## config.mk

```make
export PLATFORM = sky130hd
export DESIGN_NAME = mtbs_front
export DESIGN_NICKNAME = d
export VERILOG_FILES = /design/src/sv/mtbs_pkg.sv /design/src/sv/mtbs_front.sv
export SDC_FILE = /design/constraint.sdc
export NUM_CORES = 1
export LEC_CHECK = 0
export ABC_AREA = 1
export BUFFER_PORTS_ARGS = -buffer_cell sky130_fd_sc_hd__buf_2
export CAP_MARGIN = 20
export CORE_AREA = 8 8 62 64
export DETAILED_ROUTE_END_ITERATION = 6
export DIE_AREA = 0 0 70 72
export HOLD_SLACK_MARGIN = 0.05
export PLACE_DENSITY_LB_ADDON = 0.12
export SLEW_MARGIN = 40
export SYNTH_ARGS = -nofsm -noshare
export SYNTH_HDL_FRONTEND = slang
export SYNTH_SLANG_ARGS = --single-unit
```

## constraint.sdc

```tcl
create_clock -name clk -period 2.35 [get_ports clk]
set_input_delay 0.1175 -clock clk [delete_from_list [all_inputs] [get_ports clk]]
set_output_delay 0.1175 -clock clk [all_outputs]
set_load 0.005 [all_outputs]
```

## src/sv/mtbs_pkg.sv

```systemverilog
package mtbs_pkg;

  localparam int MT_N     = 624;
  localparam int MT_SHIFT = 30;
  localparam int POS_W    = 10;
  localparam int CNT_W    = 6;

  localparam logic [31:0] MT_INIT_MULT = 32'd1812433253;
  localparam logic [31:0] MT_MATRIX    = 32'h9908b0df;
  localparam logic [31:0] MT_UPPER     = 32'h80000000;
  localparam logic [31:0] MT_LOWER     = 32'h7fffffff;
  localparam logic [31:0] SEED_RESET   = 32'd5489;

  localparam logic [POS_W-1:0] POS_END   = 10'd624;
  localparam logic [POS_W-1:0] LAST_IDX  = 10'd623;
  localparam logic [POS_W-1:0] FAR_START = 10'd397;

  localparam logic [2:0] VB_WORD = 3'd4;
  localparam logic [2:0] VB_BYTE = 3'd1;
  localparam logic [2:0] VB_NONE = 3'd0;

  localparam logic REQ_GEN  = 1'b0;
  localparam logic REQ_SEED = 1'b1;

  typedef enum logic [1:0] {
    OP_DRAW = 2'd0,
    OP_SEED = 2'd1,
    OP_ACK  = 2'd2
  } mtbs_op_t;

  typedef struct packed {
    logic       req_type;
    logic [7:0] byte_count;
  } mtbs_in_t;

  typedef struct packed {
    logic [31:0] random_word;
    logic [2:0]  valid_bytes;
    logic        last_result;
  } mtbs_out_t;

  typedef struct packed {
    mtbs_op_t         op;
    logic [CNT_W-1:0] words;
    logic [CNT_W-1:0] total;
  } mtbs_cmd_t;

endpackage

```

## src/sv/mtbs_front.sv

```systemverilog
module mtbs_front #(
  parameter int MAX_REQUEST_BYTES = 128
) (
  input  logic                 clk,
  input  logic                 rst_n,
  input  mtbs_pkg::mtbs_in_t   in_data,
  input  logic                 in_valid,
  output logic                 in_ready,
  output mtbs_pkg::mtbs_cmd_t  cmd,
  output logic                 cmd_valid,
  input  logic                 cmd_pop
);
  import mtbs_pkg::*;

  localparam logic [7:0] MAX_CNT = 8'(MAX_REQUEST_BYTES);

  mtbs_cmd_t  cls;
  logic [7:0] cnt_sat;
  mtbs_cmd_t  q_r [2];
  logic       wr_ptr_r;
  logic       rd_ptr_r;
  logic [1:0] fill_r;
  logic [1:0] fill_nxt;
  logic       push;

  // classify: reseed, zero-count acknowledge, or draw run
  always_comb begin
    cnt_sat   = (in_data.byte_count > MAX_CNT) ? MAX_CNT : in_data.byte_count;
    cls.words = cnt_sat[7:2];
    cls.total = cnt_sat[7:2] + {{(CNT_W-2){1'b0}}, cnt_sat[1:0]};
    if (in_data.req_type == REQ_SEED) begin
      cls.op = OP_SEED;
    end else if (cnt_sat == 8'd0) begin
      cls.op = OP_ACK;
    end else begin
      cls.op = OP_DRAW;
    end
  end

  assign in_ready  = (fill_r != 2'd2);
  assign push      = in_valid && in_ready;
  assign cmd_valid = (fill_r != 2'd0);
  assign cmd       = q_r[rd_ptr_r];

  always_comb begin
    fill_nxt = fill_r;
    if (push && !cmd_pop) begin
      fill_nxt = fill_r + 2'd1;
    end else if (!push && cmd_pop) begin
      fill_nxt = fill_r - 2'd1;
    end
  end

  always_ff @(posedge clk) begin
    if (!rst_n) begin
      wr_ptr_r <= 1'b0;
      rd_ptr_r <= 1'b0;
      fill_r   <= 2'd0;
    end else begin
      fill_r <= fill_nxt;
      if (push) begin
        wr_ptr_r <= !wr_ptr_r;
      end
      if (cmd_pop) begin
        rd_ptr_r <= !rd_ptr_r;
      end
    end
  end

  always_ff @(posedge clk) begin
    if (push) begin
      q_r[wr_ptr_r] <= cls;
    end
  end

endmodule

```

==> flow_metrics.tcl <==
set metrics [dict create \
    outcome "complete, no violations" \
    syn-num-nets 136 \
    reg2reg_from "fill_r[0]" \
    io_buffers 28 \
    cap_violations 0 \
    cts_tree "built" \
    clk_pin_slew_worst_paths_ps 90 \
    worst_clock_skew_ps 5.32 \
    r2r_end "q_r[1][3]" \
    criticalPathCategory "in -> reg" \
    n_antenna_cell 0 \
    p_leak_nw 0.765 \
    slew_headroom_pct 56.2 \
    syn_avg_cell_area_sq_um 12.4 \
    rsz0062_at_grt "no" \
    holdPathStages 3 \
    place_congestion 0.856 \
    finalSetupTns_ps 0 \
    cts_max_level 2 \
    hpwl_um 2050 \
    dp_slack_ps 377 \
    power.density_nw_per_um2 699 \
    antenna_found_initial 0 \
    worst_pin_slew_ps 656 \
    clock_latency_ps 320 \
    ios 29 \
    crit_arrival_ps 2170 \
    hold_viol 0 \
    synth_area_sq_um 1470 \
    hold_buffers 4 \
    holdCritStartpoint "in_data[2]" \
    peakVddDrop_v 0.000482 \
    wl_um 2720 \
    postCtsSetupBuffers 0 \
    final_util_pct 60.8 \
    max_freq_ghz 0.478 \
    combPwrFrac_pct 16.0 \
    grt_start_max_net_pins 15 \
    post-route-period-util_pct 89.1 \
    grt_pass1_wl_um 4590 \
    rows 20 \
    drt-initial-drc-count 47 \
    grt_usage_pct 11.6 \
    dieArea_sq_um 5040 \
    start_util_pct 50.8 \
    numCtsBuffers 5 \
    grt-ovfl-total 0 \
    cp.required_ps 2420 \
    p_int_mw 0.936 \
    setup_ws_ps 256 \
    die_y_um 72 \
    drv_slew 0 \
    p_switching_mw 0.298 \
    die_x_um 70 \
    ys_seq_elements 33 \
    netlist_instances 119 \
    drive_gt1_share_pct 35.6 \
    path_max_fanout 7 \
    cts_resized 0 \
    cts_sinks 33 \
    fp.coreArea_sq_um 2900 \
    critPathCaptureType "flip-flop" \
    post-route-min-period_ps 2090 \
    ys_seq_area_share_pct 63.8 \
    dr.pass1.iters 6 \
    area_delta_synth_final_pct 19.8 \
    wl_per_cell_um 14.1 \
    fin_nets 176 \
    clockBufferDepth 2 \
    postRouteAntennaNets 0 \
    grt_pass1_vias 1071 \
    clkPwrFrac_pct 26.0 \
    finalSetupViolCount 0 \
    cts_root_buf "clkbuf_4" \
    ys_types 22 \
    drc 0 \
    r2r_cells 5 \
    ys.warnings.count 0 \
    pwr-share-seq_pct 58.0 \
    min_path_type "in -> reg" \
    swShare_pct 24.1 \
    reg2reg_slack_ps 780 \
    min_to "q_r[0][6]" \
    vias 953 \
    via_per_inst 4.94 \
    start_kind "input port" \
]
[area by class of cell]
type	instances	area, sq um
clock buffers	8	58.8
fillers	268	1140
inverters	17	63.8
multi-input cells	67	458
flip-flops and latches	33	941
well taps	33	41.3
repair buffers	35	203
[placed cells by master (no fill, tap or decap), types with 2 or more instances in the layout]
cell type      count
nand4_1            2
clkbuf_1           2
nand2_1           13
buf_4              3
dfxtp_1            5
buf_2             28
edfxtp_1          28
clkbuf_4           5
o21ai_0            3
ha_1               3
nor2_1            17
mux2_2            14
nor2_4             3
dlygate4sd3_1      4
inv_1             17
a21oi_1            3
[registers in the layout, summed over array words and instances (netlist names), named ones only]
name and count:
wr_ptr_r 1, rd_ptr_r 1, fill_r 2, q_r 28
[layer usage]
metal	wire (um)	track usage (%)
met1	1070	11.2
met3	152	4.64
met2	1460	20.6
met5	0	0
met4	36	6.47
[power by group through the flow]
| stage | Sequential [mW] | Clock (mW) | Combinational [mW] |
|---|---|---|---|
| after floorplan | 0.720 | 0 | 0.118 |
| after global placement | 0.728 | 0 | 0.192 |
| after detailed placement | 0.731 | 0 | 0.198 |
| after CTS | 0.717 | 0.336 | 0.204 |
| after global routing | 0.722 | 0.359 | 0.224 |
| final | 0.716 | 0.320 | 0.198 |
[Yosys cell counts]
cell	n	area, sq um
edfxtp_1	28	841
inv_1	17	63.8
nor2_1	17	63.8
mux2_2	14	158
nand2_1	13	48.8
dfxtp_1	5	100
a21oi_1	3	15.0
ha_1	3	37.5
nor2_4	3	33.8
o21ai_0	3	15.0
nand4_1	2	12.5
buf_4	1	7.51
clkbuf_1	1	3.75
fa_1	1	20.0
nand2_2	1	6.26
nand3_1	1	5.00
nor2_2	1	6.26
nor4_1	1	6.26
o211ai_1	1	7.51
o21ai_1	1	5.00
o21ai_2	1	8.76
xor2_1	1	8.76
[worst max-delay path, cell delays in order]
cell           delay, ps
dlygate4sd3_1        530
buf_2                150
inv_1                110
nor2_4               220
nor2_1               100
ha_1                 240
fa_1                 390
inv_1                 90
nor2_1                60
xor2_1               150
[stage by stage]
stage | power (mW) | hold slack (ps) | area (sq um) | std cells
floorplan | 0.839 | 216 | 1470 | 119
global placement | 0.920 | 337 | 1670 | 181
detailed placement | 0.928 | 335 | 1670 | 181
CTS | 1.26 | 153 | 1770 | 193
global route | 1.31 | 178 | 1770 | 193
finish | 1.23 | 161 | 1770 | 193
[cell families (layout without fill, tap and decap cells)]
group                      count (synthesis)  after routing  synth area share [%]
adders and majority gates                  4              4                  3.91
and+or+nand+nor                           39             39                  12.4
xor gates and xnor gates                   1              1                 0.594
DFF                                       33             33                  63.8
AOI/OAI and AO/OA                          9              9                  3.48
muxes                                     14             14                  10.7
buffers and inverters                     19             60                  5.09
[worst max path at each step]
stage	startpoint	end	slack (ps)	cells past startpoint
global placement	in_data[0]	q_r[0][4]	440	11
CTS	in_data[7]	q_r[1][4]	270	10
detailed placement	in_data[1]	q_r[0][4]	380	11
floorplan	in_data[0]	q_r[0][4]	680	10
global route	in_data[7]	q_r[1][4]	130	10
finish	in_data[7]	q_r[0][4]	260	10
No activity file was read; power rests on OpenSTA's default activity.
